### config.mk
export PLATFORM = sky130hd
export DESIGN_NAME = dmcl_divider
export DESIGN_NICKNAME = d
export VERILOG_FILES = /design/src/design/assert_macros.svh /design/src/design/dmcl_divider.sv
export SDC_FILE = /design/constraint.sdc
export NUM_CORES = 1
export LEC_CHECK = 0
export BUFFER_PORTS_ARGS = -buffer_cell sky130_fd_sc_hd__buf_2
export CELL_PAD_IN_SITES_DETAIL_PLACEMENT = 2
export CELL_PAD_IN_SITES_GLOBAL_PLACEMENT = 2
export CORE_ASPECT_RATIO = 0.7
export CORE_MARGIN = 3
export CORE_UTILIZATION = 23
export CTS_CLUSTER_SIZE = 20
export DETAILED_ROUTE_END_ITERATION = 7
export GPL_ROUTABILITY_DRIVEN = 0
export GPL_TIMING_DRIVEN = 0
export MAX_ROUTING_LAYER = met4
export PLACE_DENSITY = 0.68
export SYNTH_ARGS = -nofsm -noshare
export SYNTH_HDL_FRONTEND = slang
export SYNTH_SLANG_ARGS = --single-unit
### constraint.sdc
create_clock -name clk -period 2.39 [get_ports clk]
set_input_delay 0.1195 -clock clk [delete_from_list [all_inputs] [get_ports clk]]
set_output_delay 0.1195 -clock clk [all_outputs]
set_load 0.05 [all_outputs]
### src/design/assert_macros.svh
// assertion macros shared by the design files
// ASSERT_OFF removes every check; clk and rst_n come from the module that uses a macro
`ifndef ASSERT_MACROS_SVH
`define ASSERT_MACROS_SVH

`ifndef ASSERT_OFF
// checked outside reset only
`define ASSERT_RST(lbl, prop, msg) \
    lbl: assert property (@(posedge clk) disable iff (!rst_n) (prop)) else $error(msg);
// checked at every edge, reset included
`define ASSERT_ALWAYS(lbl, prop, msg) \
    lbl: assert property (@(posedge clk) (prop)) else $error(msg);
`else
`define ASSERT_RST(lbl, prop, msg)
`define ASSERT_ALWAYS(lbl, prop, msg)
`endif

`endif

### src/design/dmcl_divider.sv
// iterative restoring divider, one quotient bit per cycle
// standalone; started by the lookup sequencer
module dmcl_divider #(
    parameter int DIVIDEND_W = 32,
    parameter int DIVISOR_W  = 13
) (
    input  logic                  clk,
    input  logic                  rst_n,
    input  logic                  start,
    input  logic [DIVIDEND_W-1:0] dividend,
    input  logic [DIVISOR_W-1:0]  divisor,
    output logic                  done,
    output logic [DIVIDEND_W-1:0] quotient,
    output logic [DIVISOR_W-1:0]  remainder
);
    localparam int CNT_W = (DIVIDEND_W > 1) ? $clog2(DIVIDEND_W) : 1;

    logic                  busy_reg;
    logic                  done_reg;
    logic [CNT_W-1:0]      cnt_reg;
    logic [DIVIDEND_W-1:0] quot_reg;
    logic [DIVISOR_W-1:0]  rem_reg;
    logic [DIVISOR_W-1:0]  div_reg;
    logic [DIVISOR_W+1:0]  diff;
    logic                  fits;

    // partial remainder shifted left by one with the next dividend bit
    assign diff = {1'b0, rem_reg, quot_reg[DIVIDEND_W-1]} - {2'b00, div_reg};
    assign fits = ~diff[DIVISOR_W+1];

    always_ff @(posedge clk or negedge rst_n)
    begin
        if (!rst_n)
        begin
            busy_reg <= 1'b0;
            done_reg <= 1'b0;
            cnt_reg  <= '0;
        end
        else
        begin
            done_reg <= 1'b0;
            if (start)
            begin
                busy_reg <= 1'b1;
                cnt_reg  <= '0;
            end
            else if (busy_reg)
            begin
                cnt_reg <= cnt_reg + 1'b1;
                if (cnt_reg == CNT_W'(DIVIDEND_W - 1))
                begin
                    busy_reg <= 1'b0;
                    done_reg <= 1'b1;
                end
            end
        end
    end

    always_ff @(posedge clk)
    begin
        if (start)
        begin
            quot_reg <= dividend;
            rem_reg  <= '0;
            div_reg  <= divisor;
        end
        else if (busy_reg)
        begin
            quot_reg <= {quot_reg[DIVIDEND_W-2:0], fits};
            rem_reg  <= fits ? diff[DIVISOR_W-1:0]
                             : {rem_reg[DIVISOR_W-2:0], quot_reg[DIVIDEND_W-1]};
        end
    end

    assign done      = done_reg;
    assign quotient  = quot_reg;
    assign remainder = rem_reg;
endmodule
==> results.sh, run 1 <==
export IMPL_wirelength_microns=10200
export IMPL_initial_core_util_pct=24.0
export IMPL_syn_cell_area_sq_um=3390
export IMPL_yosysWarnings=0
export IMPL_cts_sinks=65
export IMPL_clk_insertion_delay_late_ps=330
export IMPL_max_slew_worst_pin_slew_ps=589
export IMPL_via_per_inst=4.43
export IMPL_cts_tree="yes"
export IMPL_ys_seq_area_share_pct=52.7
export IMPL_grt_start_max_net_pins=17
export IMPL_finalNonFillerCells=597
export IMPL_antenna_found_initial=0
export IMPL_p_leak_nw=1.99
export IMPL_yosysUniqueCellTypes=47
export IMPL_worstSetupPathType="reg2reg"
export IMPL_synth_edf_count=45
export IMPL_cts_made_buffers=9
export IMPL_io_buffers=93
export IMPL_final_common_cell="buf_2"
export IMPL_slew_viol_final=0
export IMPL_slowest_stage="edfxtp_1"
export IMPL_hold_path_class="in2reg"
export IMPL_p_int_mw=2.52
export IMPL_drt_initial_drc_count=140
export IMPL_cap_violations=0
export IMPL_preCtsSetupSlack_ps=-331
export IMPL_power_density_nw_per_um2=741
export IMPL_max_freq_ghz=0.430
export IMPL_post_place_cells=559
export IMPL_die_area_sq_um=16200
export IMPL_status="finished clean"
export IMPL_syn_inst=276
export IMPL_nets=466
export IMPL_required_ps=2620
export IMPL_finalClockSkew_ps=8.85
export IMPL_antenna_left=0
export IMPL_critPathCaptureType="flop"
export IMPL_cts_root_buf="clkbuf_16"
export IMPL_grt_pass1_vias=2875
export IMPL_grtUsageTotal_pct=13.3
export IMPL_swShare_pct=26.8
export IMPL_layout_common_cells="buf_2, edfxtp_1, mux2_2"
export IMPL_std_cell_rows=36
export IMPL_p_sw_mw=0.926
export IMPL_p_seq_share_pct=39.0
export IMPL_rsz0062_at_grt="true"
export IMPL_path_max_fanout=8
export IMPL_vdd_ir_drop_worst_v=0.000392
export IMPL_syn2layout_area_growth_pct=37.5
export IMPL_path_cells="inv_1 > ha_2 > fa_2 > nand2b_4 > a21o_4 > a21oi_4 > o31a_1 > buf_6 > nand2_2 > a311oi_2"
export IMPL_clkPwrFrac_pct=43.6
export IMPL_avgSynthCellArea_sq_um=12.3
export IMPL_crit_path_start_kind="flop"
export IMPL_path_buf_inv=2
export IMPL_async_flop_share_pct=10.8
export IMPL_path_delay_family="compound AO/OA/AOI/OAI gates"
export IMPL_globalRouteOverflowTotal=0
export IMPL_synth_nets=340
export IMPL_die_w_microns=151
export IMPL_setup_ws_ps=65.6
export IMPL_die_h_microns=108
export IMPL_core_area_sq_um=14100
export IMPL_hold_viol_final=0
export IMPL_cts_buffer_depth=2
export IMPL_dr_pass1_iters=4
export IMPL_hpwl_microns=7450
export IMPL_ys_flop_type="edfxtp_1"
export IMPL_remaining_drc_errors=0
export IMPL_wl_per_cell_microns=17.0
export IMPL_setup_viol=0
export IMPL_clk_pin_slew_ps=60
export IMPL_cpPeakStageDelay_ps=380
export IMPL_slew_headroom_pct=60.7
export IMPL_vias=2644
export IMPL_cp_arrival_ps=2550
export IMPL_drive_above_1_share_pct=43.5
export IMPL_ys_ff_latch=65
export IMPL_diodes=0
export IMPL_power_frac_comb_pct=17.4
export IMPL_pin_count=94
export IMPL_grt_pass1_wl_microns=16000
export IMPL_largest_register_ffs=32
export IMPL_cts_htree_levels=3
export IMPL_finalCriticalPeriod_ps=2320
export IMPL_finalCritPeriodShare_pct=97.3
==> cell type report <==
class	instances	area [sq um]
fillers	1527	9490
flip-flops and latches	65	1790
multi-input cells	178	1470
repair buffers	114	656
well taps	190	238
clock buffers	10	229
clock inverters	6	108
plain buffers	14	92.6
inverters	19	75.1
repair inverters	1	7.51
==> what timing repair did <==
| action | CTS | global route |
|---|---|---|
| hold buffers | 14 | 0 |
| setup endpoints to repair | 36 | 7 |
| cloned | 1 | 1 |
| buffers inserted | 4 | 2 |
| hold endpoints to repair | 20 | 0 |
| pin swaps | 1 | 1 |
| gates resized for setup | 2 | 5 |
==> worst register-to-register path: cells and delay by family (launching register included) <==
| kind | cells | cell delay (ps) |
|---|---|---|
| fa+ha+maj | 2 | 530 |
| compound gates | 4 | 860 |
| simple gates | 2 | 230 |
| buf+inv | 2 | 230 |
| flops | 1 | 380 |
==> synth_stat cells (5+ instances only) <==
| master | count | area [sq um] |
|---|---|---|
| dfrtp_1 | 7 | 175 |
| clkbuf_1 | 7 | 26.3 |
| a21oi_1 | 11 | 55.1 |
| nand2b_1 | 6 | 37.5 |
| xnor2_1 | 5 | 43.8 |
| mux2_2 | 32 | 360 |
| mux2i_1 | 5 | 50.1 |
| inv_1 | 19 | 71.3 |
| edfxtp_1 | 45 | 1350 |
| ha_1 | 15 | 188 |
| nand3_1 | 5 | 25.0 |
| nand2_1 | 18 | 67.6 |
| nor2_1 | 19 | 71.3 |
| dfxtp_1 | 13 | 260 |
| xor2_1 | 6 | 52.6 |
==> per-layer routing <==
layer | global-route usage, % | share of wire (%)
met1 | 18.8 | 51
met2 | 19.3 | 45
met3 | 2.99 | 3.1
met4 | 3.30 | 0.60
met5 | - | 0
==> worst paths after layout <==
path                               from           end  slack, ps  cells after the start
setup / recovery           quotient[31]  remainder[5]         70                     10
hold / removal             dividend[16]  quotient[16]         90                      2
setup reg to reg           quotient[31]  remainder[5]         70                     10
hold reg to reg            remainder[2]  remainder[2]        510                      2
max in group asynchronous         rst_n    cnt_reg[1]       2050                      2
min in group asynchronous         rst_n          done        170                      2
==> power groups by stage <==
stage / sequential [mW] / clock, mW / combinational [mW]
finish: 1.34 / 1.50 / 0.601
global route: 1.36 / 1.59 / 0.648
CTS: 1.35 / 1.55 / 0.606
detailed placement: 1.37 / 0 / 0.583
global placement: 1.36 / 0 / 0.566
floorplan: 1.57 / 0 / 0.207
==> cells by family after synthesis <==
family	count (synthesis)	share of synthesized area, %
AOI/OAI and AO/OA	48	12.0
xor gates and xnor gates	11	2.84
adders and majority gates	16	6.13
buffers and inverters	33	4.80
DFF	65	52.7
muxes	38	12.4
and+or+nand+nor	65	9.08
==> stage by stage <==
step	util (%)	setup TNS [ps]	power, mW	hold WS, ps	area, sq um
detailed placement	29.1	-5170	1.95	-24.8	4110
floorplan	-	-294	1.78	-176	3410
global route	32.9	-14.7	3.60	86.3	4660
CTS	32.7	0	3.50	82.7	4630
finish	32.9	0	3.45	94.0	4660
global placement	29.1	-3780	1.93	-28.8	4110
Power figures use the tool's default switching activity.
==> run 2, diff against run 1 <==
- CAP_MARGIN: unset -> 20
- PLACE_DENSITY: 0.68 -> unset
- PLACE_DENSITY_LB_ADDON: unset -> 0.1
==> results.sh, run 2 (same netlist as run 1, synthesis figures left out) <==
export IMPL_syn2layout_area_growth_pct=36.4
export IMPL_clk_pin_slew_ps=50
export IMPL_via_per_inst=4.34
export IMPL_clk_insertion_delay_late_ps=320
export IMPL_cts_tree="yes"
export IMPL_hpwl_microns=7370
export IMPL_power_total_mw=3.22
export IMPL_finalCriticalPeriod_ps=2270
export IMPL_grt_pass1_vias=2874
export IMPL_power_density_nw_per_um2=696
export IMPL_setup_viol=0
export IMPL_std_cell_rows=36
export IMPL_vdd_ir_drop_worst_v=0.000296
export IMPL_finalClockSkew_ps=4.74
export IMPL_die_area_sq_um=16200
export IMPL_wl_per_cell_microns=16.5
export IMPL_hold_slack_ps=98.3
export IMPL_critPathCaptureType="flop"
export IMPL_drt_initial_drc_count=100
export IMPL_largest_register_ffs=32
export IMPL_vias=2594
export IMPL_globalRouteOverflowTotal=0
export IMPL_cts_sinks=65
export IMPL_cp_arrival_ps=2450
export IMPL_layout_common_cells="buf_2, edfxtp_1, mux2_2"
export IMPL_slew_viol_final=0
export IMPL_wirelength_microns=9870
export IMPL_core_area_sq_um=14100
export IMPL_pin_count=94
export IMPL_cts_made_buffers=9
export IMPL_status="finished clean"
export IMPL_rsz0062_at_grt="true"
export IMPL_grt_start_max_net_pins=22
export IMPL_p_leak_nw=1.98
export IMPL_cts_buffer_depth=2
export IMPL_initial_core_util_pct=24.0
export IMPL_max_slew_worst_pin_slew_ps=721
export IMPL_diodes=0
export IMPL_die_h_microns=108
export IMPL_antenna_left=0
export IMPL_dr_pass1_iters=4
export IMPL_final_cell_area_sq_um=4620
export IMPL_nets=467
export IMPL_finalCritPeriodShare_pct=94.9
export IMPL_cts_htree_levels=3
export IMPL_die_w_microns=151
export IMPL_slew_headroom_pct=51.9
export IMPL_grtUsageTotal_pct=13.0
export IMPL_hold_viol_final=0
export IMPL_max_freq_ghz=0.441
export IMPL_required_ps=2570
export IMPL_cap_violations=0
export IMPL_cts_root_buf="clkbuf_16"
export IMPL_fill_cells=1562
export IMPL_grt_pass1_wl_microns=15800
export IMPL_hold_path_class="in2reg"
export IMPL_remaining_drc_errors=0
export IMPL_path_max_fanout=8
export IMPL_crit_path_start_kind="flop"
export IMPL_io_buffers=93
export IMPL_placed_cell_area_sq_um=4140
export IMPL_antenna_found_initial=0
export IMPL_drive_above_1_share_pct=41.9
export IMPL_worstSetupPathType="reg2reg"
export IMPL_final_common_cell="buf_2"
export IMPL_final_core_util_pct=32.7
==> run 2: changes by cell type in the layout (fill, tap and decap cells not counted), moves of 2 or more <==
cell        previous run  this run
bufinv_16              3         1
clkbuf_1               7        10
buf_4                  8        10
clkinvlp_4             3         1
==> run 2: metrics by stage <==
stage	cells	TNS [ps]	setup WS, ps
after global routing	598	-68.7	-45.1
after floorplan	276	-294	-58.9
after global placement	559	-9630	-430
after detailed placement	560	0	48.7
after CTS	590	0	33.9
final	598	0	121
==> run 2: final cells by class <==
class | count | area (sq um) | area share [%]
tap | 190 | 238 | 5.14
clock buffer | 12 | 236 | 5.12
clock inverter | 4 | 43.8 | 0.948
sequential | 65 | 1790 | 38.7
buffer | 14 | 91.3 | 1.98
multi-input combinational | 178 | 1460 | 31.5
timing repair buffer | 116 | 693 | 15.0
inverter | 19 | 75.1 | 1.62
==> run 2: worst paths after layout <==
kind	startpoint	slack (ps)	depth (start not counted)	to
worst max-delay path	quotient[31]	120	10	remainder[3]
worst min-delay path	dividend[18]	100	2	quotient[18]
worst max register to register	quotient[31]	120	10	remainder[3]
worst min register to register	remainder[2]	490	2	remainder[2]
max in group asynchronous	rst_n	2060	2	busy_reg
min in group asynchronous	rst_n	170	2	cnt_reg[2]
==> run 2: layer usage <==
layer / routed length, microns / track usage, % / vias up / share of wire [%]
met5: 0 / - / - / 0
met4: 93 / 2.91 / 0 / 0.94
met1: 4970 / 18.1 / 1273 / 50
met2: 4410 / 19.0 / 49 / 45
met3: 394 / 3.70 / 10 / 4.0
li1: - / - / 1262 / -
==> run 2: where the power goes <==
part / switching (mW) / total (mW) / internal [mW]
clock network: 0.471 / 1.27 / 0.801
logic: 0.389 / 0.600 / 0.211
registers: 0.0438 / 1.34 / 1.30
==> run 2: critical path, stage by stage, from the launching register on <==
cell and delay [ps]:
edfxtp_1 380, inv_1 60, ha_2 180, fa_2 340, nand2b_4 150, a21o_4 220, a21oi_4 190, o31a_1 170
buf_6 160, mux2i_1 190, o21ai_1 80
==> run 2: what timing repair did <==
action | 4_1_cts | 5_1_grt
gates resized for setup | 0 | 1
buffers inserted | 0 | 8
hold buffers | 14 | 0
endpoints found under the setup margin | 0 | 30
hold endpoints to repair | 20 | 0
==> run 3, diff against run 2 <==
- MAX_ROUTING_LAYER: met4 -> unset
==> results.sh, run 3 (same netlist as run 1, synthesis figures left out) <==
export IMPL_grtUsageTotal_pct=12.7
export IMPL_cts_buffer_depth=2
export IMPL_cts_tree="yes"
export IMPL_required_ps=2570
export IMPL_hpwl_microns=7370
export IMPL_die_w_microns=151
export IMPL_critPathCaptureType="flop"
export IMPL_setup_viol=0
export IMPL_max_freq_ghz=0.441
export IMPL_grt_start_max_net_pins=22
export IMPL_slew_headroom_pct=51.4
export IMPL_finalNonFillerCells=598
export IMPL_globalRouteOverflowTotal=0
export IMPL_die_area_sq_um=16200
export IMPL_multi_input_area_sq_um=1460
export IMPL_std_cell_rows=36
export IMPL_hold_slack_ps=98.3
export IMPL_grt_pass1_wl_microns=15800
export IMPL_final_common_cell="buf_2"
export IMPL_cts_root_buf="clkbuf_16"
export IMPL_vdd_ir_drop_worst_v=0.000295
export IMPL_grt_pass1_vias=2870
export IMPL_die_h_microns=108
export IMPL_cts_htree_levels=3
export IMPL_drt_initial_drc_count=108
export IMPL_dr_pass1_iters=4
export IMPL_via_per_inst=4.34
export IMPL_wl_per_cell_microns=16.5
export IMPL_power_density_nw_per_um2=696
export IMPL_post_place_cells=560
export IMPL_vias=2593
export IMPL_hold_path_class="in2reg"
export IMPL_finalCriticalPeriod_ps=2270
export IMPL_status="finished clean"
export IMPL_syn2layout_area_growth_pct=36.4
export IMPL_io_buffers=93
export IMPL_path_max_fanout=8
export IMPL_hold_viol_final=0
export IMPL_cts_made_buffers=9
export IMPL_layout_common_cells="buf_2, edfxtp_1, mux2_2"
export IMPL_nets=467
export IMPL_antenna_found_initial=0
export IMPL_cts_sinks=65
export IMPL_fill_cells=1562
export IMPL_antenna_left=0
export IMPL_crit_path_start_kind="flop"
export IMPL_cp_arrival_ps=2450
export IMPL_slew_viol_final=0
export IMPL_wirelength_microns=9870
export IMPL_remaining_drc_errors=0
export IMPL_p_leak_nw=1.98
export IMPL_initial_core_util_pct=24.0
export IMPL_finalCritPeriodShare_pct=94.9
export IMPL_pin_count=94
export IMPL_rsz0062_at_grt="true"
export IMPL_finalClockSkew_ps=4.74
export IMPL_cap_violations=0
export IMPL_regArea_sq_um=1790
export IMPL_drive_above_1_share_pct=41.9
export IMPL_clk_insertion_delay_late_ps=320
export IMPL_core_area_sq_um=14100
export IMPL_worstSetupPathType="reg2reg"
export IMPL_diodes=0
export IMPL_clk_pin_slew_ps=50
export IMPL_max_slew_worst_pin_slew_ps=730
export IMPL_largest_register_ffs=32
[run 3: cell counts in the layout (fill, tap and decap cells not counted)]
No cell type changed its count.
[run 3: final cells by class]
cell class              count  share of cell area, %
repair buffers            116                   15.0
well taps                 190                   5.14
inverters                  19                   1.62
multi-input cells         178                   31.5
clock buffers              12                   5.12
clock inverters             4                  0.948
flip-flops and latches     65                   38.7
plain buffers              14                   1.98
[run 3: final timing paths]
kind | start | end | slack [ps] | depth (start not counted)
max reg2reg | quotient[31] | remainder[3] | 120 | 10
max | quotient[31] | remainder[3] | 120 | 10
max in group asynchronous | rst_n | cnt_reg[0] | 2060 | 2
min reg2reg | remainder[2] | remainder[2] | 490 | 2
min in group asynchronous | rst_n | cnt_reg[2] | 170 | 2
min | dividend[18] | quotient[18] | 100 | 2
[run 3: metrics by stage]
stage          setup slack (ps)  power, mW  utilization [%]  TNS, ps  instance area [sq um]
4_1_cts                    33.9       3.27             32.2        0                   4560
5_1_grt                   -45.1       3.38             32.7    -68.7                   4620
3_5_place_dp               48.7       1.95             29.2        0                   4140
3_3_place_gp               -430       1.94             29.1    -9630                   4110
6_report                    121       3.21             32.7        0                   4620
2_1_floorplan             -58.9       1.78                -     -294                   3410
[run 3: critical path, cell delays in order, from the launching register on]
cell and delay, ps:
edfxtp_1 380, inv_1 60, ha_2 180, fa_2 340
nand2b_4 150, a21o_4 220, a21oi_4 190, o31a_1 170
buf_6 160, mux2i_1 190, o21ai_1 80
[run 3: per-layer routing]
metal / vias to the layer above / track usage, % / wire length, microns / part of all wire [%]
met5: - / 0 / 0 / 0
met4: 0 / 2.91 / 94 / 0.95
met3: 10 / 4.08 / 473 / 4.8
met2: 49 / 19.0 / 4390 / 44
met1: 1272 / 17.8 / 4910 / 50
li1: 1262 / - / - / -
[run 3: timing repair]
| item | 4_1_cts | 5_1_grt |
|---|---|---|
| endpoints found under the setup margin | 0 | 30 |
| resized for setup | 0 | 1 |
| hold buffers | 14 | 0 |
| endpoints found under the hold margin | 20 | 0 |
| setup buffers | 0 | 8 |
[run 3: report_power, final]
| group | total [mW] | leakage (nW) | internal [mW] | switching, mW |
|---|---|---|---|---|
| clock network | 1.27 | 0.138 | 0.801 | 0.469 |
| logic | 0.600 | 1.18 | 0.211 | 0.390 |
| registers | 1.34 | 0.663 | 1.30 | 0.0437 |
